--- config.mk ---
export PLATFORM = sky130hd
export DESIGN_NAME = hevc_sps_color_info_parser_unit
export DESIGN_NICKNAME = d
export VERILOG_FILES = /design/src/sv/hscip_pkg.sv /design/src/sv/hscip_dp.sv /design/src/sv/hscip_ctrl.sv /design/src/sv/hevc_sps_color_info_parser_unit.sv
export SDC_FILE = /design/constraint.sdc
export NUM_CORES = 2
export LEC_CHECK = 0
export ABC_AREA = 1
export BUFFER_PORTS_ARGS = -buffer_cell sky130_fd_sc_hd__buf_2
export CORE_ASPECT_RATIO = 0.9
export CORE_MARGIN = 2
export CORE_UTILIZATION = 57
export DETAILED_ROUTE_END_ITERATION = 12
export PLACE_DENSITY = 0.79
export SLEW_MARGIN = 10
export SYNTH_ARGS = -nofsm -noshare
export SYNTH_HDL_FRONTEND = slang
export SYNTH_SLANG_ARGS = --single-unit
--- constraint.sdc ---
create_clock -name aclk -period 5.5 [get_ports aclk]
set_clock_uncertainty 0.15 [all_clocks]
set_input_delay 0.55 -clock aclk [delete_from_list [all_inputs] [get_ports aclk]]
set_output_delay 0.55 -clock aclk [all_outputs]
set_load 0.05 [all_outputs]
--- src/sv/hscip_pkg.sv ---
// shared types, codes and constants of the sps color info parser
`default_nettype none
package hscip_pkg;

    // width of the reference picture counts
    localparam int COUNT_WIDTH = 32;
    localparam logic [32:0] COUNT_MAX = 33'((64'h1 << COUNT_WIDTH) - 64'h1);

    localparam logic [31:0] AR_EXTENDED = 32'hFF;
    localparam logic [31:0] TRC_PQ      = 32'd16;
    localparam logic [31:0] TRC_HLG     = 32'd18;
    localparam logic [6:0]  PTL_BITS    = 7'd96;
    localparam logic [6:0]  SUB_PROF    = 7'd88;

    typedef struct packed {
        logic [7:0] payload_byte;
        logic       last_byte;
    } in_t;

    typedef struct packed {
        logic       parse_status;
        logic [3:0] present_mask;
        logic [7:0] chroma_format;
        logic [7:0] luma_depth_minus8;
        logic [7:0] chroma_depth_minus8;
        logic       full_range;
        logic [7:0] colour_primaries;
        logic [7:0] transfer_code;
        logic [7:0] matrix_code;
        logic       has_colour_desc;
        logic       is_hdr;
    } out_t;

    // bit reader operations
    typedef enum logic [2:0] {
        RO_NONE, RO_SHIFT, RO_ZERO_INC, RO_SUFFIX_START, RO_WANT_BITS, RO_WANT_UE
    } rd_op_t;

    // decoded value capture
    typedef enum logic [1:0] {CAP_NONE, CAP_BITS, CAP_ZERO, CAP_UE} cap_t;

    // fixed length read sizes
    typedef enum logic [3:0] {
        LEN_1, LEN_2, LEN_3, LEN_8, LEN_32, LEN_PTL, LEN_PAD, LEN_SUB, LEN_LT
    } len_t;

    typedef enum logic [2:0] {
        LI_NONE, LI_ZERO, LI_INC, LI_DEC, LI_SET4, LI_SET2, LI_ORD, LI_SLC
    } li_op_t;

    typedef enum logic [1:0] {SF_NONE, SF_CLEAR, SF_OR} sf_op_t;
    typedef enum logic [1:0] {PC_NONE, PC_ZERO, PC_SUM, PC_NEXT} pc_op_t;
    typedef enum logic [1:0] {NP_NONE, NP_ZERO, NP_INC, NP_LOAD} np_op_t;
    typedef enum logic [1:0] {CT_NONE, CT_ZERO, CT_INC} ct_op_t;

    typedef enum logic [3:0] {
        PUT_NONE, PUT_CHROMA, PUT_LUMA, PUT_CHDEPTH, PUT_FR, PUT_CD,
        PUT_PRIM, PUT_TRC, PUT_MAT
    } put_t;

    typedef struct packed {
        logic   load_byte;
        logic   shift_bit;
        rd_op_t ro;
        cap_t   cap;
        len_t   len;
        li_op_t li;
        sf_op_t sf;
        pc_op_t pc;
        np_op_t np;
        ct_op_t pidx;
        ct_op_t sp;
        logic   sc_load;
        logic   limit_load;
        logic   poc_load;
        put_t   put;
        logic   err_set;
        logic   clear;
        logic   out_load;
        logic   rd_busy;
    } cmd_t;

    typedef struct packed {
        logic cur_bit;
        logic bits_left;
        logic skip_one;
        logic zeros_zero;
        logic zeros_max;
        logic v_nz;
        logic v_bit0;
        logic v_eq3;
        logic v_eq_ff;
        logic v_over;
        logic sc_zero;
        logic li_next_lt_sc;
        logic li_lt_sc;
        logic sub_len_nz;
        logic li_is_one;
        logic li_nz;
        logic li_ge_limit;
        logic li_next_lt_limit;
        logic npc_inc_over;
        logic sum_over;
        logic sum_nz;
        logic pidx_next_le_pic;
        logic pidx_next_lt_pic;
        logic sp_next_lt20;
    } sts_t;

endpackage
`default_nettype wire

--- src/sv/hscip_dp.sv ---
// datapath: byte shifter, bit reader, loop counters and result registers
`default_nettype none
module hscip_dp (
    input  wire logic            aclk,
    input  wire logic            aresetn,
    input  wire hscip_pkg::in_t  in_data,
    input  wire hscip_pkg::cmd_t cmd,
    output hscip_pkg::sts_t      sts,
    output hscip_pkg::out_t      out_data
);
    import hscip_pkg::*;

    localparam int CW = COUNT_WIDTH;

    logic [7:0]    byte_reg;
    logic [3:0]    bitcnt_reg;
    logic [6:0]    skip_reg;
    logic [4:0]    zeros_reg;
    logic [31:0]   val_reg;
    logic [31:0]   run_val_reg;
    logic [2:0]    sc_reg;
    logic [15:0]   sf_reg;
    logic [CW-1:0] li_reg;
    logic [CW-1:0] limit_reg;
    logic [CW-1:0] pic_reg;
    logic [31:0]   npc_reg;
    logic [CW:0]   pidx_reg;
    logic [5:0]    poc_reg;
    logic [4:0]    sp_reg;
    logic [7:0]    chroma_reg, luma_reg, chd_reg, prim_reg, trc_reg, mat_reg;
    logic [3:0]    present_reg;
    logic          fr_reg, cd_reg, hdr_reg, err_reg;
    out_t          out_reg;

    logic          bit_in;
    logic [31:0]   shifted;
    logic [31:0]   ue_val;
    logic [32:0]   sum;
    logic [3:0]    sub_sh;
    logic [1:0]    sub_f;
    logic [6:0]    sub_len;
    logic [6:0]    pad_len;
    logic [6:0]    lt_len;
    logic [6:0]    len_val;
    logic [5:0]    ord_cnt;
    logic [6:0]    slc_cnt;
    logic [1:0]    size_id;
    logic [CW-1:0] li_next;
    logic [CW:0]   pidx_next;
    logic [7:0]    v_sat;

    // bit reader arithmetic
    assign bit_in  = byte_reg[7];
    assign shifted = {val_reg[30:0], bit_in};
    assign ue_val  = ((32'd1 << zeros_reg) - 32'd1) + shifted;
    assign sum     = {1'b0, npc_reg} + {1'b0, run_val_reg};
    assign li_next = li_reg + CW'(1);
    assign pidx_next = pidx_reg + (CW+1)'(1);
    assign v_sat   = (run_val_reg > 32'd255) ? 8'hFF : run_val_reg[7:0];

    // sub-layer profile/level skip length
    assign sub_sh  = {li_reg[2:0], 1'b0};
    assign sub_f   = sf_reg[sub_sh +: 2];
    assign sub_len = (sub_f[1] ? SUB_PROF : 7'd0) + (sub_f[0] ? 7'd8 : 7'd0);
    assign pad_len = 7'd16 - {3'd0, sc_reg, 1'b0};
    assign lt_len  = {1'b0, poc_reg} + 7'd1;
    assign ord_cnt = 6'(({3'd0, sc_reg} + 6'd1) * 6'd3 + 6'd6);

    // scaling list coefficient count per size class
    always_comb begin
        if (sp_reg < 5'd6) size_id = 2'd0;
        else if (sp_reg < 5'd12) size_id = 2'd1;
        else if (sp_reg < 5'd18) size_id = 2'd2;
        else size_id = 2'd3;
        slc_cnt = ((size_id == 2'd0) ? 7'd16 : 7'd64) + ((size_id > 2'd1) ? 7'd1 : 7'd0);
    end

    // read length select
    always_comb begin
        case (cmd.len)
            LEN_1:   len_val = 7'd1;
            LEN_2:   len_val = 7'd2;
            LEN_3:   len_val = 7'd3;
            LEN_8:   len_val = 7'd8;
            LEN_32:  len_val = 7'd32;
            LEN_PTL: len_val = PTL_BITS + 7'd1;
            LEN_PAD: len_val = pad_len;
            LEN_SUB: len_val = sub_len;
            LEN_LT:  len_val = lt_len;
            default: len_val = 7'd1;
        endcase
    end

    // status to the controller
    always_comb begin
        sts.cur_bit          = bit_in;
        sts.bits_left        = (bitcnt_reg != 4'd0);
        sts.skip_one         = (skip_reg == 7'd1);
        sts.zeros_zero       = (zeros_reg == 5'd0);
        sts.zeros_max        = (zeros_reg == 5'd31);
        sts.v_nz             = (run_val_reg != 32'd0);
        sts.v_bit0           = run_val_reg[0];
        sts.v_eq3            = (run_val_reg == 32'd3);
        sts.v_eq_ff          = (run_val_reg == AR_EXTENDED);
        sts.v_over           = ({1'b0, run_val_reg} > COUNT_MAX);
        sts.sc_zero          = (sc_reg == 3'd0);
        sts.li_next_lt_sc    = (li_next < CW'(sc_reg));
        sts.li_lt_sc         = (li_reg < CW'(sc_reg));
        sts.sub_len_nz       = (sub_len != 7'd0);
        sts.li_is_one        = (li_reg == CW'(1));
        sts.li_nz            = (li_reg != '0);
        sts.li_ge_limit      = (li_reg >= limit_reg);
        sts.li_next_lt_limit = (li_next < limit_reg);
        sts.npc_inc_over     = ({1'b0, npc_reg} + 33'd1 > COUNT_MAX);
        sts.sum_over         = (sum > COUNT_MAX);
        sts.sum_nz           = (sum != 33'd0);
        sts.pidx_next_le_pic = (pidx_next <= {1'b0, pic_reg});
        sts.pidx_next_lt_pic = (pidx_next < {1'b0, pic_reg});
        sts.sp_next_lt20     = (sp_reg + 5'd1 < 5'd20);
    end

    // byte shifter
    always_ff @(posedge aclk) begin
        if (!aresetn) begin
            bitcnt_reg <= 4'd0;
        end else if (cmd.load_byte) begin
            bitcnt_reg <= 4'd8;
        end else if (cmd.shift_bit) begin
            bitcnt_reg <= bitcnt_reg - 4'd1;
        end
        if (cmd.load_byte) begin
            byte_reg <= in_data.payload_byte;
        end else if (cmd.shift_bit) begin
            byte_reg <= {byte_reg[6:0], 1'b0};
        end
    end

    // parse state and results
    always_ff @(posedge aclk) begin
        if (!aresetn || cmd.clear) begin
            skip_reg    <= 7'd4;
            zeros_reg   <= 5'd0;
            val_reg     <= 32'd0;
            run_val_reg <= 32'd0;
            sc_reg      <= 3'd0;
            sf_reg      <= 16'd0;
            li_reg      <= '0;
            limit_reg   <= '0;
            pic_reg     <= '0;
            npc_reg     <= 32'd0;
            pidx_reg    <= '0;
            poc_reg     <= 6'd4;
            sp_reg      <= 5'd0;
            chroma_reg  <= 8'd0;
            luma_reg    <= 8'd0;
            chd_reg     <= 8'd0;
            prim_reg    <= 8'd0;
            trc_reg     <= 8'd0;
            mat_reg     <= 8'd0;
            present_reg <= 4'd0;
            fr_reg      <= 1'b0;
            cd_reg      <= 1'b0;
            hdr_reg     <= 1'b0;
            err_reg     <= 1'b0;
        end else begin
            // bit reader
            case (cmd.ro)
                RO_SHIFT: begin
                    val_reg  <= shifted;
                    skip_reg <= skip_reg - 7'd1;
                end
                RO_ZERO_INC: zeros_reg <= zeros_reg + 5'd1;
                RO_SUFFIX_START: begin
                    skip_reg <= {2'd0, zeros_reg};
                    val_reg  <= 32'd0;
                end
                RO_WANT_BITS: begin
                    skip_reg <= len_val;
                    val_reg  <= 32'd0;
                end
                RO_WANT_UE: begin
                    zeros_reg <= 5'd0;
                    val_reg   <= 32'd0;
                end
                default: ;
            endcase
            case (cmd.cap)
                CAP_BITS: run_val_reg <= shifted;
                CAP_ZERO: run_val_reg <= 32'd0;
                CAP_UE:   run_val_reg <= ue_val;
                default: ;
            endcase
            // loop counters
            case (cmd.li)
                LI_ZERO: li_reg <= '0;
                LI_INC:  li_reg <= li_next;
                LI_DEC:  li_reg <= li_reg - CW'(1);
                LI_SET4: li_reg <= CW'(4);
                LI_SET2: li_reg <= CW'(2);
                LI_ORD:  li_reg <= run_val_reg[0] ? CW'(ord_cnt) : CW'(9);
                LI_SLC:  li_reg <= CW'(slc_cnt);
                default: ;
            endcase
            case (cmd.sf)
                SF_CLEAR: sf_reg <= 16'd0;
                SF_OR:    sf_reg <= sf_reg | (16'(run_val_reg[1:0]) << sub_sh);
                default: ;
            endcase
            case (cmd.pc)
                PC_ZERO: pic_reg <= '0;
                PC_SUM:  pic_reg <= sum[CW-1:0];
                PC_NEXT: pic_reg <= npc_reg[CW-1:0];
                default: ;
            endcase
            case (cmd.np)
                NP_ZERO: npc_reg <= 32'd0;
                NP_INC:  npc_reg <= npc_reg + 32'd1;
                NP_LOAD: npc_reg <= run_val_reg;
                default: ;
            endcase
            case (cmd.pidx)
                CT_ZERO: pidx_reg <= '0;
                CT_INC:  pidx_reg <= pidx_next;
                default: ;
            endcase
            case (cmd.sp)
                CT_ZERO: sp_reg <= 5'd0;
                CT_INC:  sp_reg <= sp_reg + 5'd1;
                default: ;
            endcase
            if (cmd.sc_load) sc_reg <= run_val_reg[2:0];
            if (cmd.limit_load) limit_reg <= run_val_reg[CW-1:0];
            if (cmd.poc_load) begin
                poc_reg <= (run_val_reg > 32'd59) ? 6'd63 : run_val_reg[5:0] + 6'd4;
            end
            if (cmd.err_set) err_reg <= 1'b1;
            // result fields
            case (cmd.put)
                PUT_CHROMA:  chroma_reg <= v_sat;
                PUT_LUMA:    luma_reg <= v_sat;
                PUT_CHDEPTH: chd_reg <= v_sat;
                PUT_FR: begin
                    fr_reg         <= run_val_reg[0];
                    present_reg[0] <= 1'b1;
                end
                PUT_CD: cd_reg <= 1'b1;
                PUT_PRIM: begin
                    prim_reg       <= run_val_reg[7:0];
                    present_reg[1] <= 1'b1;
                end
                PUT_TRC: begin
                    trc_reg        <= run_val_reg[7:0];
                    present_reg[2] <= 1'b1;
                    if (run_val_reg == TRC_PQ || run_val_reg == TRC_HLG) hdr_reg <= 1'b1;
                end
                PUT_MAT: begin
                    mat_reg        <= run_val_reg[7:0];
                    present_reg[3] <= 1'b1;
                end
                default: ;
            endcase
        end
    end

    // result register
    always_ff @(posedge aclk) begin
        if (cmd.out_load) begin
            out_reg.parse_status        <= err_reg | cmd.rd_busy;
            out_reg.present_mask        <= present_reg;
            out_reg.chroma_format       <= chroma_reg;
            out_reg.luma_depth_minus8   <= luma_reg;
            out_reg.chroma_depth_minus8 <= chd_reg;
            out_reg.full_range          <= fr_reg;
            out_reg.colour_primaries    <= prim_reg;
            out_reg.transfer_code       <= trc_reg;
            out_reg.matrix_code         <= mat_reg;
            out_reg.has_colour_desc     <= cd_reg;
            out_reg.is_hdr              <= hdr_reg;
        end
    end

    assign out_data = out_reg;

endmodule
`default_nettype wire

--- src/sv/hscip_ctrl.sv ---
// controller: sps syntax state machine, read sequencing and handshakes
`default_nettype none
module hscip_ctrl (
    input  wire logic             aclk,
    input  wire logic             aresetn,
    input  wire logic             s_valid,
    input  wire logic             s_last,
    output logic                  s_ready,
    output logic                  m_valid,
    input  wire logic             m_ready,
    input  wire hscip_pkg::sts_t  sts,
    output hscip_pkg::cmd_t       cmd
);
    import hscip_pkg::*;

    typedef enum logic [55:0] {
        S_VPS       = 56'd1 << 0,  S_MAXSUB    = 56'd1 << 1,
        S_PTL       = 56'd1 << 2,  S_SUBFLAGS  = 56'd1 << 3,
        S_SUBPAD    = 56'd1 << 4,  S_SUBLOOP   = 56'd1 << 5,
        S_SPSID     = 56'd1 << 6,  S_CHROMA    = 56'd1 << 7,
        S_SEPCOL    = 56'd1 << 8,  S_WIDTH     = 56'd1 << 9,
        S_HEIGHT    = 56'd1 << 10, S_CONF      = 56'd1 << 11,
        S_CONFW     = 56'd1 << 12, S_LUMA      = 56'd1 << 13,
        S_CHDEPTH   = 56'd1 << 14, S_POC       = 56'd1 << 15,
        S_ORDFLAG   = 56'd1 << 16, S_ORD       = 56'd1 << 17,
        S_SLEN      = 56'd1 << 18, S_SLDATA    = 56'd1 << 19,
        S_SLPRED    = 56'd1 << 20, S_SLCOEF    = 56'd1 << 21,
        S_SLNEXT    = 56'd1 << 22, S_PCM       = 56'd1 << 23,
        S_PCMB      = 56'd1 << 24, S_PCMU      = 56'd1 << 25,
        S_PCMLF     = 56'd1 << 26, S_NUMST     = 56'd1 << 27,
        S_RPS       = 56'd1 << 28, S_INTERFLAG = 56'd1 << 29,
        S_DRSIGN    = 56'd1 << 30, S_ADRPS     = 56'd1 << 31,
        S_USEDCURR  = 56'd1 << 32, S_USEDELTA  = 56'd1 << 33,
        S_JNEXT     = 56'd1 << 34, S_NNEG      = 56'd1 << 35,
        S_NPOS      = 56'd1 << 36, S_DPOC      = 56'd1 << 37,
        S_DUSED     = 56'd1 << 38, S_LTFLAG    = 56'd1 << 39,
        S_NUMLT     = 56'd1 << 40, S_LT        = 56'd1 << 41,
        S_VUI       = 56'd1 << 42, S_ARFLAG    = 56'd1 << 43,
        S_ARIDC     = 56'd1 << 44, S_SAR       = 56'd1 << 45,
        S_OVFLAG    = 56'd1 << 46, S_OVAPP     = 56'd1 << 47,
        S_VSFLAG    = 56'd1 << 48, S_VFMT      = 56'd1 << 49,
        S_FR        = 56'd1 << 50, S_CDFLAG    = 56'd1 << 51,
        S_PRIM      = 56'd1 << 52, S_TRC       = 56'd1 << 53,
        S_MAT       = 56'd1 << 54, S_DONE      = 56'd1 << 55
    } syn_state_t;

    typedef enum logic [3:0] {
        RD_IDLE = 4'b0001, RD_BITS = 4'b0010, RD_PREFIX = 4'b0100, RD_SUFFIX = 4'b1000
    } rd_state_t;

    typedef enum logic [2:0] {A_NONE, A_GO, A_BITS, A_UE, A_STOP, A_STOP_ERR} act_t;

    syn_state_t syn_reg, syn_next;
    rd_state_t  rd_reg, rd_next;
    logic       pend_reg, pend_next;
    logic       fin_reg, fin_next;
    logic       mval_reg, mval_next;

    assign s_ready = !pend_reg && !sts.bits_left && !fin_reg;
    assign m_valid = mval_reg;

    always_comb begin
        act_t       act;
        syn_state_t tgt;
        len_t       len;
        syn_next  = syn_reg;
        rd_next   = rd_reg;
        pend_next = pend_reg;
        fin_next  = fin_reg;
        mval_next = mval_reg && !m_ready;
        cmd       = '0;
        act       = A_NONE;
        tgt       = syn_reg;
        len       = LEN_1;
        cmd.rd_busy = (rd_reg != RD_IDLE);

        if (pend_reg) begin
            // one syntax step on the value just read
            case (syn_reg)
                S_VPS: begin act = A_BITS; len = LEN_3; tgt = S_MAXSUB; end
                S_MAXSUB: begin
                    cmd.sc_load = 1'b1;
                    act = A_BITS; len = LEN_PTL; tgt = S_PTL;
                end
                S_PTL: begin
                    cmd.sf = SF_CLEAR; cmd.li = LI_ZERO;
                    if (sts.sc_zero) begin act = A_UE; tgt = S_SPSID; end
                    else begin act = A_BITS; len = LEN_2; tgt = S_SUBFLAGS; end
                end
                S_SUBFLAGS: begin
                    cmd.sf = SF_OR; cmd.li = LI_INC;
                    act = A_BITS;
                    if (sts.li_next_lt_sc) begin len = LEN_2; tgt = S_SUBFLAGS; end
                    else begin len = LEN_PAD; tgt = S_SUBPAD; end
                end
                S_SUBPAD: begin cmd.li = LI_ZERO; act = A_GO; tgt = S_SUBLOOP; end
                S_SUBLOOP: begin
                    if (sts.li_lt_sc) begin
                        cmd.li = LI_INC;
                        if (sts.sub_len_nz) begin
                            act = A_BITS; len = LEN_SUB; tgt = S_SUBLOOP;
                        end
                    end else begin
                        act = A_UE; tgt = S_SPSID;
                    end
                end
                S_SPSID: begin act = A_UE; tgt = S_CHROMA; end
                S_CHROMA: begin
                    cmd.put = PUT_CHROMA;
                    if (sts.v_eq3) begin act = A_BITS; tgt = S_SEPCOL; end
                    else begin act = A_UE; tgt = S_WIDTH; end
                end
                S_SEPCOL: begin act = A_UE; tgt = S_WIDTH; end
                S_WIDTH: begin act = A_UE; tgt = S_HEIGHT; end
                S_HEIGHT: begin act = A_BITS; tgt = S_CONF; end
                S_CONF: begin
                    act = A_UE;
                    if (sts.v_nz) begin cmd.li = LI_SET4; tgt = S_CONFW; end
                    else tgt = S_LUMA;
                end
                S_CONFW: begin
                    cmd.li = LI_DEC; act = A_UE;
                    tgt = sts.li_is_one ? S_LUMA : S_CONFW;
                end
                S_LUMA: begin cmd.put = PUT_LUMA; act = A_UE; tgt = S_CHDEPTH; end
                S_CHDEPTH: begin cmd.put = PUT_CHDEPTH; act = A_UE; tgt = S_POC; end
                S_POC: begin cmd.poc_load = 1'b1; act = A_BITS; tgt = S_ORDFLAG; end
                S_ORDFLAG: begin cmd.li = LI_ORD; act = A_UE; tgt = S_ORD; end
                S_ORD: begin
                    cmd.li = LI_DEC;
                    if (sts.li_is_one) begin act = A_BITS; tgt = S_SLEN; end
                    else begin act = A_UE; tgt = S_ORD; end
                end
                S_SLEN: begin
                    act = A_BITS;
                    if (sts.v_nz) tgt = S_SLDATA;
                    else begin len = LEN_3; tgt = S_PCM; end
                end
                S_SLDATA: begin
                    act = A_BITS;
                    if (sts.v_nz) begin cmd.sp = CT_ZERO; tgt = S_SLPRED; end
                    else begin len = LEN_3; tgt = S_PCM; end
                end
                S_SLPRED: begin
                    act = A_UE;
                    if (!sts.v_nz) tgt = S_SLNEXT;
                    else begin cmd.li = LI_SLC; tgt = S_SLCOEF; end
                end
                S_SLCOEF: begin
                    cmd.li = LI_DEC;
                    if (sts.li_is_one) begin act = A_GO; tgt = S_SLNEXT; end
                    else begin act = A_UE; tgt = S_SLCOEF; end
                end
                S_SLNEXT: begin
                    cmd.sp = CT_INC; act = A_BITS;
                    if (sts.sp_next_lt20) tgt = S_SLPRED;
                    else begin len = LEN_3; tgt = S_PCM; end
                end
                S_PCM: begin
                    if (sts.v_bit0) begin act = A_BITS; len = LEN_8; tgt = S_PCMB; end
                    else begin act = A_UE; tgt = S_NUMST; end
                end
                S_PCMB: begin cmd.li = LI_SET2; act = A_UE; tgt = S_PCMU; end
                S_PCMU: begin
                    cmd.li = LI_DEC;
                    if (sts.li_is_one) begin act = A_BITS; tgt = S_PCMLF; end
                    else begin act = A_UE; tgt = S_PCMU; end
                end
                S_PCMLF: begin act = A_UE; tgt = S_NUMST; end
                S_NUMST: begin
                    if (sts.v_over) act = A_STOP_ERR;
                    else begin
                        cmd.limit_load = 1'b1; cmd.li = LI_ZERO; cmd.pc = PC_ZERO;
                        act = A_GO; tgt = S_RPS;
                    end
                end
                S_RPS: begin
                    if (sts.li_ge_limit) begin act = A_BITS; tgt = S_LTFLAG; end
                    else if (sts.li_nz) begin act = A_BITS; tgt = S_INTERFLAG; end
                    else begin act = A_UE; tgt = S_NNEG; end
                end
                S_INTERFLAG: begin
                    if (sts.v_nz) begin act = A_BITS; tgt = S_DRSIGN; end
                    else begin act = A_UE; tgt = S_NNEG; end
                end
                S_DRSIGN: begin act = A_UE; tgt = S_ADRPS; end
                S_ADRPS: begin
                    cmd.np = NP_ZERO; cmd.pidx = CT_ZERO;
                    act = A_BITS; tgt = S_USEDCURR;
                end
                S_USEDCURR, S_USEDELTA: begin
                    if (sts.v_nz) begin
                        if (sts.npc_inc_over) act = A_STOP_ERR;
                        else begin cmd.np = NP_INC; act = A_GO; tgt = S_JNEXT; end
                    end else if (syn_reg == S_USEDCURR) begin
                        act = A_BITS; tgt = S_USEDELTA;
                    end else begin
                        act = A_GO; tgt = S_JNEXT;
                    end
                end
                S_JNEXT: begin
                    cmd.pidx = CT_INC;
                    if (sts.pidx_next_le_pic) begin act = A_BITS; tgt = S_USEDCURR; end
                    else begin
                        cmd.pc = PC_NEXT; cmd.li = LI_INC;
                        act = A_GO; tgt = S_RPS;
                    end
                end
                S_NNEG: begin cmd.np = NP_LOAD; act = A_UE; tgt = S_NPOS; end
                S_NPOS: begin
                    if (sts.sum_over) act = A_STOP_ERR;
                    else begin
                        cmd.pc = PC_SUM; cmd.pidx = CT_ZERO;
                        if (sts.sum_nz) begin act = A_UE; tgt = S_DPOC; end
                        else begin cmd.li = LI_INC; act = A_GO; tgt = S_RPS; end
                    end
                end
                S_DPOC: begin act = A_BITS; tgt = S_DUSED; end
                S_DUSED: begin
                    cmd.pidx = CT_INC;
                    if (sts.pidx_next_lt_pic) begin act = A_UE; tgt = S_DPOC; end
                    else begin cmd.li = LI_INC; act = A_GO; tgt = S_RPS; end
                end
                S_LTFLAG: begin
                    if (sts.v_nz) begin act = A_UE; tgt = S_NUMLT; end
                    else begin act = A_BITS; len = LEN_3; tgt = S_VUI; end
                end
                S_NUMLT: begin
                    if (sts.v_over) act = A_STOP_ERR;
                    else begin
                        cmd.limit_load = 1'b1; cmd.li = LI_ZERO; act = A_BITS;
                        if (sts.v_nz) begin len = LEN_LT; tgt = S_LT; end
                        else begin len = LEN_3; tgt = S_VUI; end
                    end
                end
                S_LT: begin
                    cmd.li = LI_INC; act = A_BITS;
                    if (sts.li_next_lt_limit) begin len = LEN_LT; tgt = S_LT; end
                    else begin len = LEN_3; tgt = S_VUI; end
                end
                S_VUI: begin
                    if (sts.v_bit0) begin act = A_BITS; tgt = S_ARFLAG; end
                    else act = A_STOP;
                end
                S_ARFLAG: begin
                    act = A_BITS;
                    if (sts.v_nz) begin len = LEN_8; tgt = S_ARIDC; end
                    else tgt = S_OVFLAG;
                end
                S_ARIDC: begin
                    act = A_BITS;
                    if (sts.v_eq_ff) begin len = LEN_32; tgt = S_SAR; end
                    else tgt = S_OVFLAG;
                end
                S_SAR: begin act = A_BITS; tgt = S_OVFLAG; end
                S_OVFLAG: begin
                    act = A_BITS;
                    tgt = sts.v_nz ? S_OVAPP : S_VSFLAG;
                end
                S_OVAPP: begin act = A_BITS; tgt = S_VSFLAG; end
                S_VSFLAG: begin
                    if (sts.v_nz) begin act = A_BITS; len = LEN_3; tgt = S_VFMT; end
                    else act = A_STOP;
                end
                S_VFMT: begin act = A_BITS; tgt = S_FR; end
                S_FR: begin cmd.put = PUT_FR; act = A_BITS; tgt = S_CDFLAG; end
                S_CDFLAG: begin
                    if (sts.v_nz) begin
                        cmd.put = PUT_CD; act = A_BITS; len = LEN_8; tgt = S_PRIM;
                    end else act = A_STOP;
                end
                S_PRIM: begin cmd.put = PUT_PRIM; act = A_BITS; len = LEN_8; tgt = S_TRC; end
                S_TRC: begin cmd.put = PUT_TRC; act = A_BITS; len = LEN_8; tgt = S_MAT; end
                S_MAT: begin cmd.put = PUT_MAT; act = A_STOP; end
                default: act = A_STOP;
            endcase
        end else if (sts.bits_left) begin
            // feed one payload bit to the reader
            cmd.shift_bit = 1'b1;
            case (rd_reg)
                RD_BITS, RD_SUFFIX: begin
                    cmd.ro = RO_SHIFT;
                    if (sts.skip_one) begin
                        cmd.cap   = (rd_reg == RD_BITS) ? CAP_BITS : CAP_UE;
                        rd_next   = RD_IDLE;
                        pend_next = 1'b1;
                    end
                end
                RD_PREFIX: begin
                    if (!sts.cur_bit) begin
                        if (sts.zeros_max) act = A_STOP_ERR;
                        else cmd.ro = RO_ZERO_INC;
                    end else if (sts.zeros_zero) begin
                        cmd.cap   = CAP_ZERO;
                        rd_next   = RD_IDLE;
                        pend_next = 1'b1;
                    end else begin
                        cmd.ro  = RO_SUFFIX_START;
                        rd_next = RD_SUFFIX;
                    end
                end
                default: ;
            endcase
        end else if (fin_reg) begin
            // deliver the result and rearm for the next sps
            if (!mval_reg || m_ready) begin
                cmd.out_load = 1'b1;
                cmd.clear    = 1'b1;
                mval_next    = 1'b1;
                fin_next     = 1'b0;
                syn_next     = S_VPS;
                rd_next      = RD_BITS;
            end
        end else if (s_valid) begin
            cmd.load_byte = 1'b1;
            fin_next      = s_last;
        end

        cmd.len = len;
        case (act)
            A_GO: syn_next = tgt;
            A_BITS: begin
                cmd.ro = RO_WANT_BITS; rd_next = RD_BITS;
                syn_next = tgt; pend_next = 1'b0;
            end
            A_UE: begin
                cmd.ro = RO_WANT_UE; rd_next = RD_PREFIX;
                syn_next = tgt; pend_next = 1'b0;
            end
            A_STOP, A_STOP_ERR: begin
                cmd.err_set = (act == A_STOP_ERR);
                rd_next = RD_IDLE; syn_next = S_DONE; pend_next = 1'b0;
            end
            default: ;
        endcase
    end

    always_ff @(posedge aclk) begin
        if (!aresetn) begin
            syn_reg  <= S_VPS;
            rd_reg   <= RD_BITS;
            pend_reg <= 1'b0;
            fin_reg  <= 1'b0;
            mval_reg <= 1'b0;
        end else begin
            syn_reg  <= syn_next;
            rd_reg   <= rd_next;
            pend_reg <= pend_next;
            fin_reg  <= fin_next;
            mval_reg <= mval_next;
        end
    end

endmodule
`default_nettype wire

--- src/sv/hevc_sps_color_info_parser_unit.sv ---
// top level of the sps color info parser
`default_nettype none
// Parses an SPS RBSP (emulation prevention already removed), one byte per
// transaction, MSB first, and returns one result transaction after the byte
// marked last_byte: chroma format, bit depths, VUI signal type and colour
// description with presence bits, an HDR flag and a malformed status. The
// syntax walker reads one bit per clock through a shared bit reader while no
// syntax step is pending: a byte is first accepted and then shifted in bit by bit,
// with a syntax step in between for each decoded field and for each step that
// advances a loop without reading; the next byte is taken once all of that is
// finished, and after the last byte the result register is loaded.
module hevc_sps_color_info_parser_unit (
    input  wire logic             aclk,
    input  wire logic             aresetn,
    input  wire logic             s_valid,
    output logic                  s_ready,
    input  wire hscip_pkg::in_t   s_data,
    output logic                  m_valid,
    input  wire logic             m_ready,
    output hscip_pkg::out_t       m_data
);
    import hscip_pkg::*;

    cmd_t cmd;
    sts_t sts;

    hscip_ctrl u_ctrl (
        .aclk    (aclk),
        .aresetn (aresetn),
        .s_valid (s_valid),
        .s_last  (s_data.last_byte),
        .s_ready (s_ready),
        .m_valid (m_valid),
        .m_ready (m_ready),
        .sts     (sts),
        .cmd     (cmd)
    );

    hscip_dp u_dp (
        .aclk     (aclk),
        .aresetn  (aresetn),
        .in_data  (s_data),
        .cmd      (cmd),
        .sts      (sts),
        .out_data (m_data)
    );

`ifndef SYNTHESIS
    // hdr flag follows the transfer code whenever it was read
    a_hdr: assert property (@(posedge aclk) disable iff (!aresetn)
        m_valid && m_data.present_mask[2] |->
            m_data.is_hdr == (m_data.transfer_code == 8'd16 ||
                              m_data.transfer_code == 8'd18))
        else $error("hdr flag does not match transfer code");

    // primaries are only read after a colour description flag and a range flag
    a_order: assert property (@(posedge aclk) disable iff (!aresetn)
        m_valid && m_data.present_mask[1] |->
            m_data.has_colour_desc && m_data.present_mask[0])
        else $error("primaries present without colour description");

    // an accepted byte keeps the reader busy, so the port is not ready in the next cycle
    a_busy: assert property (@(posedge aclk) disable iff (!aresetn)
        s_valid && s_ready |=> !s_ready)
        else $error("byte accepted while previous byte still shifting");
`endif

endmodule
`default_nettype wire
Word level (Yosys, flattened, before mapping) --
Index checks and enable logic that the tools add are counted.
Cells by class: add/sub/neg operators 19, $mul 1, $lt $le $gt $ge 15, equal/unequal tests 128, shifts and indexed selects 3, multiplexer cells 172, bitwise logic cells 5, reductions and logical operators 59
Operator list (number):
- 56-bit one-hot mux with 53 select lines | 1
- 56-bit 2-to-1 mux | 14
- 32-bit one-hot mux with 3 select lines | 3
- 32-bit one-hot mux with 7 select lines | 1
- 43-bit 2-to-1 mux | 3
- 56-bit one-hot mux with 2 select lines | 1
- 47-bit 2-to-1 mux | 2
- 38-bit 2-to-1 mux | 2
- 24-bit 2-to-1 mux | 3
- 36-bit 2-to-1 mux | 2
- 33-bit by 32-bit > comparator with 1-bit output (second input constant) | 2
- 33-bit one-hot mux with 2 select lines | 1
- 32-bit by 1-bit adder with 32-bit output (second input constant) | 2
- 32-bit by 5-bit equality test with 1-bit output (second input constant) | 2
- 32-bit by 3-bit less-than comparator with 1-bit output | 2
- 2-bit 2-to-1 mux | 32
- 32-bit nonzero test | 2
- 32-bit by 1-bit subtractor with 32-bit output (second input constant) | 2
- 31-bit one-hot mux with 2 select lines | 1
- 3-bit 2-to-1 mux | 19
- 56-bit by 1-bit equality test with 1-bit output (second input constant) | 1
- 56-bit by 10-bit equality test with 1-bit output (second input constant) | 1
- 56-bit by 11-bit equality test with 1-bit output (second input constant) | 1
- 56-bit by 12-bit equality test with 1-bit output (second input constant) | 1
- 153 further kinds | 301
Storage, ports and cells: flip-flop bits (word level) 453, input bits 13, output and inout port bits 58, logic and storage cells 448

Depth between registers and ports, before layout --
word-level depth 13, gate-level depth with buffers 38, mapped depth without buffers 38

Hierarchy --
From an unflattened synthesis, not the netlist that was laid out.
Second synthesis, totals: cells, all modules 5150, area, all modules 33223.1 sq um
By module, submodules not included:
- hscip_dp | times used 1, cells an instance 3967, area each 26773.2 sq um, sequential area each 8448.1 sq um
- hscip_ctrl | times used 1, cells an instance 1183, area each 6449.9 sq um, sequential area each 1261.2 sq um

Worst setup path before layout --
OpenSTA, ideal clock, no wires.
kind reg2reg, start register u_dp.pidx_reg[0], end register u_dp.val_reg[2], setup time 0.132 ns, arrival time 4.682 ns, required time 5.218 ns, setup slack 0.535 ns, stages on the path, launching flop included 38, path buffers 2, period minus slack after synthesis 4.965 ns, cell sequence dfxtp_1 > ha_1 > nand2_1 > nor3b_2 > nand3_2 > nor3_1 > nand2_1 > nor3b_1 > nand2_1 > nor2_2 > nand4_1 > nor2_1 > nand2_1 > xor2_1 > inv_1 > ha_1 > a21oi_1 > o21a_1 > (+2 left out) > nand2_1 > nand2_1 > nand2_1 > nand2_1 > nand2_2 > nand3_2 > nand3_1 > a21oi_1 > inv_1 > nand3_1 > o21ai_0 > inv_1 > ha_1 > clkbuf_1 > clkbuf_1 > nor2_1 > nand3_1 > a21oi_1
On the way: longest elaborated chain between the ends 10, elaborated cells on any way between the ends 17, those cells by class add/sub (1); order compare (2); eq/ne (6); mux (6); reduce/logical (2)
RTL lines:
- start: declaration | RTL line hscip_dp.sv:27 | logic [CW:0] pidx_reg;
- start signal: assignment | RTL line hscip_dp.sv:223 | CT_INC: pidx_reg <= pidx_next;
- 33-bit by 1-bit adder with 33-bit output (*) | RTL line hscip_dp.sv:58 | assign pidx_next = pidx_reg + (CW+1)'(1);
- 33-bit by 32-bit less-or-equal comparator with 1-bit output or 33-bit by 32-bit less-than comparator with 1-bit output (tied branches) | RTL line hscip_dp.sv:117, hscip_dp.sv:118
- 2-bit 2-to-1 mux, on equally long branches | RTL line hscip_ctrl.sv:203, hscip_ctrl.sv:221
- 3-bit one-hot mux with 18 select lines (*) | RTL line hscip_ctrl.sv:79 | case (syn_reg)
- 3-bit 2-to-1 mux (*) | RTL line hscip_ctrl.sv:77 | if (pend_reg) begin
- 3-bit by 2-bit equality test with 1-bit output | RTL line hscip_ctrl.sv:320 | case (act)
- 3-bit one-hot mux with 2 select lines (*) | RTL line hscip_ctrl.sv:320
- 3-bit by 2-bit equality test with 1-bit output or 3-bit equality test (tied branches) | RTL line hscip_dp.sv:167 | case (cmd.ro)
- 3-bit OR reduction (no line)
- 31-bit one-hot mux with 2 select lines or 2-bit nonzero test (tied branches)
- end signal: assignment | RTL line hscip_dp.sv:169 | val_reg <= shifted;
- end: declaration | RTL line hscip_dp.sv:19 | logic [31:0] val_reg;
Mark *: on every way between the ends. The rest lies on a longest branch, timed or not. A chain may end at the register's enable or synchronous reset.

Worst setup path in the final report --
start register u_dp.pidx_reg[0], end register u_dp.skip_reg[0]
On the way: longest elaborated chain between the ends 9, elaborated cells on any way between the ends 15, those cells by class add/sub (1); order compare (2); eq/ne (5); mux (6); reduce/logical (1)
RTL lines:
- 33-bit by 1-bit adder with 33-bit output (*) | RTL line hscip_dp.sv:58
- 33-bit by 32-bit less-or-equal comparator with 1-bit output or 33-bit by 32-bit less-than comparator with 1-bit output (tied branches) | RTL line hscip_dp.sv:117, hscip_dp.sv:118
- 2-bit 2-to-1 mux, on equally long branches | RTL line hscip_ctrl.sv:203, hscip_ctrl.sv:221
- 3-bit one-hot mux with 18 select lines (*) | RTL line hscip_ctrl.sv:79
- 3-bit 2-to-1 mux (*) | RTL line hscip_ctrl.sv:77
- 3-bit by 2-bit equality test with 1-bit output | RTL line hscip_ctrl.sv:320
- 3-bit one-hot mux with 2 select lines (*) | RTL line hscip_ctrl.sv:320
- 3-bit equality test, or another cell as far along | RTL line hscip_dp.sv:167
- 7-bit one-hot mux with 3 select lines or 3-bit nonzero test (tied branches)
- end signal: assignment | RTL line hscip_dp.sv:170 | skip_reg <= skip_reg - 7'd1;
- end signal: assignment | RTL line hscip_dp.sv:174 | skip_reg <= {2'd0, zeros_reg};
- end signal: assignment | RTL line hscip_dp.sv:178 | skip_reg <= len_val;
- end: declaration | RTL line hscip_dp.sv:17 | logic [6:0] skip_reg;
Marked as above.

==> impl_metrics.json <==
{
  "die_area_um2": 64200,
  "relSlewSlack_pct": 24.1,
  "grt_usage_pct": 38.2,
  "clock_sinks": 453,
  "path_clk_slew_ns": 0.06,
  "clk_path_buf_depth": 3,
  "coreArea_um2": 61300,
  "grt_overflow_total": 0,
  "path_class": "flop to flop",
  "dpl.hpwl_um": 96700,
  "dr.pass1.iters": 6,
  "gp_congestion": 1.12,
  "reg2reg_slack_ns": 0.27,
  "port_buffers": 70,
  "slew_viol_final": 0,
  "worstSetupEndpoint": "u_dp.skip_reg[0]",
  "r2r-start": "u_dp.pidx_reg[0]",
  "fmax_ghz": 0.191,
  "syn_area_um2": 35500,
  "fin_cells": 6544,
  "grt_max_degree": 112,
  "slowest_stage": "dfxtp_2",
  "period_minus_slack_ns": 5.23,
  "via_count": 38408,
  "regArea_um2": 9710,
  "path_max_fanout": 7,
  "dieWidth_um": 267,
  "h-tree-depth": 2,
  "cp.arrival_ns": 5.60,
  "ir_drop_uv": 508,
  "worst_pin_slew_ns": 1.13,
  "p_leak_nw": 19.0,
  "cp_slowest_stage_delay_ns": 0.36,
  "wl_per_cell_um": 19.2,
  "synth-seq-cells": 453,
  "postSynthAreaPerCell_um2": 6.24,
  "die_y_um": 241,
  "viasPerCell": 5.87,
  "seq_area_frac_synth_pct": 27.4,
  "io_pins": 71,
  "grt_pass1_wl_um": 193000,
  "grt_pass1_vias": 34118,
  "synthArstFlopShare_pct": 0,
  "syn-num-nets": 5925,
  "hold_buffers": 0,
  "setup_viol": 0,
  "drive_gt1_share_pct": 7.96,
  "cp_common_cell": "nand2_1",
  "cts_tree": "yes",
  "clkLatencyLatePin_ns": 0.63,
  "r2r_end": "u_dp.skip_reg[0]",
  "synthFlopType": "dfxtp_1",
  "drt_drc_violations_left": 0,
  "multi_input_area_um2": 21800,
  "drtIter0Drc": 5364,
  "rows": 86,
  "netlist-cell-type-count": 65,
  "placed_cells": 6446,
  "startpoint": "u_dp.pidx_reg[0]",
  "cap_violations": 0,
  "synthToLayoutAreaGrowth_pct": 8.95,
  "hp-class": "input port to flop",
  "start_util_pct": 57.8,
  "whs_ns": 0.0416,
  "min_period_over_period_pct": 95.1,
  "final_util_pct": 63.0,
  "synth_warnings": 0,
  "cts_buffers": 50,
  "cts_root_buffer": "clkbuf_16",
  "routed_wl_um": 126000,
  "diodes": 0,
  "fill_cells": 5834,
  "reg2regPathDepth": 38,
  "required_ns": 5.87,
  "synth_edf_count": 64,
  "start_kind": "flop",
  "power_density_nw_per_um2": 335,
  "fin_nets": 5955,
  "ant_nets": 0,
  "p_total_w": 0.0130,
  "hold_viol": 0,
  "cp-end-kind": "flop",
  "antenna_found_initial": 1,
  "synth_cells": 5680,
  "status": "completed"
}
## per-layer routing
| metal | wire, um | part of all wire [%] | global-route usage [%] | vias to the layer above |
|---|---|---|---|---|
| li1 | - | - | - | 18423 |
| met1 | 53800 | 43 | 54.8 | 17401 |
| met2 | 50500 | 40 | 55.8 | 2245 |
| met3 | 15800 | 13 | 7.85 | 339 |
| met4 | 5570 | 4.4 | 15.0 | 0 |
| met5 | 0 | 0 | 0 | - |
## cell families after synthesis
group                    after synthesis  share of synthesized area, %
AND/OR/NAND/NOR                     3119                          38.5
buffers and inverters               1050                          11.8
AO/OA/AOI/OAI                        712                          11.2
flip-flops                           453                          27.4
adder cells (fa/ha/maj)              232                          8.25
XOR/XNOR                             114                          2.84
## worst min path at each step
stage	start	to	slack, ns	cells after the start
4_1_cts	s_data[2]	u_dp.byte_reg[1]	0.02	3
6_report	s_data[2]	u_dp.byte_reg[1]	0.04	3
3_3_place_gp	u_dp.trc_reg[4]	u_dp.out_data[14]	0.26	0
3_5_place_dp	u_dp.chroma_reg[3]	u_dp.out_data[46]	0.26	0
5_1_grt	s_data[3]	u_dp.byte_reg[2]	0.06	3
2_1_floorplan	u_dp.trc_reg[4]	u_dp.out_data[14]	0.25	0
## through the flow
stage / TNS (ns) / instance area (um2) / setup slack [ns]
after global routing: -0.0911 / 38600 / -0.0267
after CTS: 0 / 38400 / 0.0486
final: 0 / 38600 / 0.269
after detailed placement: 0 / 36600 / 0.0117
after global placement: 0 / 36600 / 0.159
after floorplan: 0 / 35500 / 0.535
## layout make-up
class | instances | area share, %
multi-input combinational | 4177 | 56.4
clock inverter | 32 | 1.03
timing repair buffer | 154 | 2.87
clock buffer | 62 | 3.48
tap | 792 | 2.56
inverter | 874 | 8.52
sequential | 453 | 25.1
## cells in the mapped netlist, drive strengths merged, types with 12 or more instances
library cell	count	area share, %
nand3b	20	0.46
edfxtp	64	5.4
o22ai	50	0.88
dfxtp	389	22
nand2	1470	16
a221oi	20	0.49
nand3	423	6.1
o21ai	227	3.2
nor2	822	9.4
clkbuf	100	1.1
a211oi	19	0.40
or2	25	0.44
o21a	12	0.25
o221ai	18	0.44
xnor2	20	0.52
nor3	164	2.4
a21oi	323	4.6
inv	869	9.2
o211ai	14	0.30
buf	76	1.5
nor4	23	0.42
ha	229	8.1
nand4	159	2.9
xor2	94	2.3
## where the power goes
part / total (W) / internal, W / switching (W)
clock network: 0.00361 / 0.00209 / 0.00152
registers: 0.00379 / 0.00360 / 0.000198
logic: 0.00555 / 0.00145 / 0.00410
total: 0.0130 / 0.00714 / 0.00581
## worst max-delay path, delay by kind of cell, from the launching register on
family | cells | cell delay, ns
buffers and inverters | 4 | 0.43
flip-flops | 1 | 0.36
AO/OA/AOI/OAI | 2 | 0.16
adder cells (fa/ha/maj) | 3 | 0.74
AND/OR/NAND/NOR | 28 | 3.17
XOR/XNOR | 1 | 0.14
## placed cells by master, fill, tap and decap left out, types with 8 or more instances in the layout
cell type  instances
clkbuf_16         51
nor2_2            51
nor3_1           152
inv_1            832
xnor2_1           19
buf_2             70
clkinv_1           9
nand2_1         1432
ha_1             226
nand2_2           24
a211oi_1          19
nor2_1           754
nor2_4            11
nand3_2           15
nand3b_1          19
nand3_1          407
o21a_1            12
o21ai_0          197
o22ai_1           50
o221ai_1          18
a21oi_1          316
nand4_1          156
inv_2             32
o21ai_1           30
dfxtp_1          387
buf_4             72
nand2_4           11
a221oi_1          20
xor2_1            93
edfxtp_1          64
buf_12             8
nor4_1            21
or2_2             24
o211ai_1          14
clkinv_2           8
nor3_2            12
## what timing repair did
| action | 4_1_cts | 5_1_grt |
|---|---|---|
| hold endpoints to repair | 0 | 0 |
| buffers inserted | 0 | 3 |
| setup endpoints to repair | 3 | 105 |
| cloned | 0 | 1 |
| gates resized for setup | 2 | 53 |
| pin swaps | 0 | 22 |
Note: power is estimated with default switching activity, not from simulation.
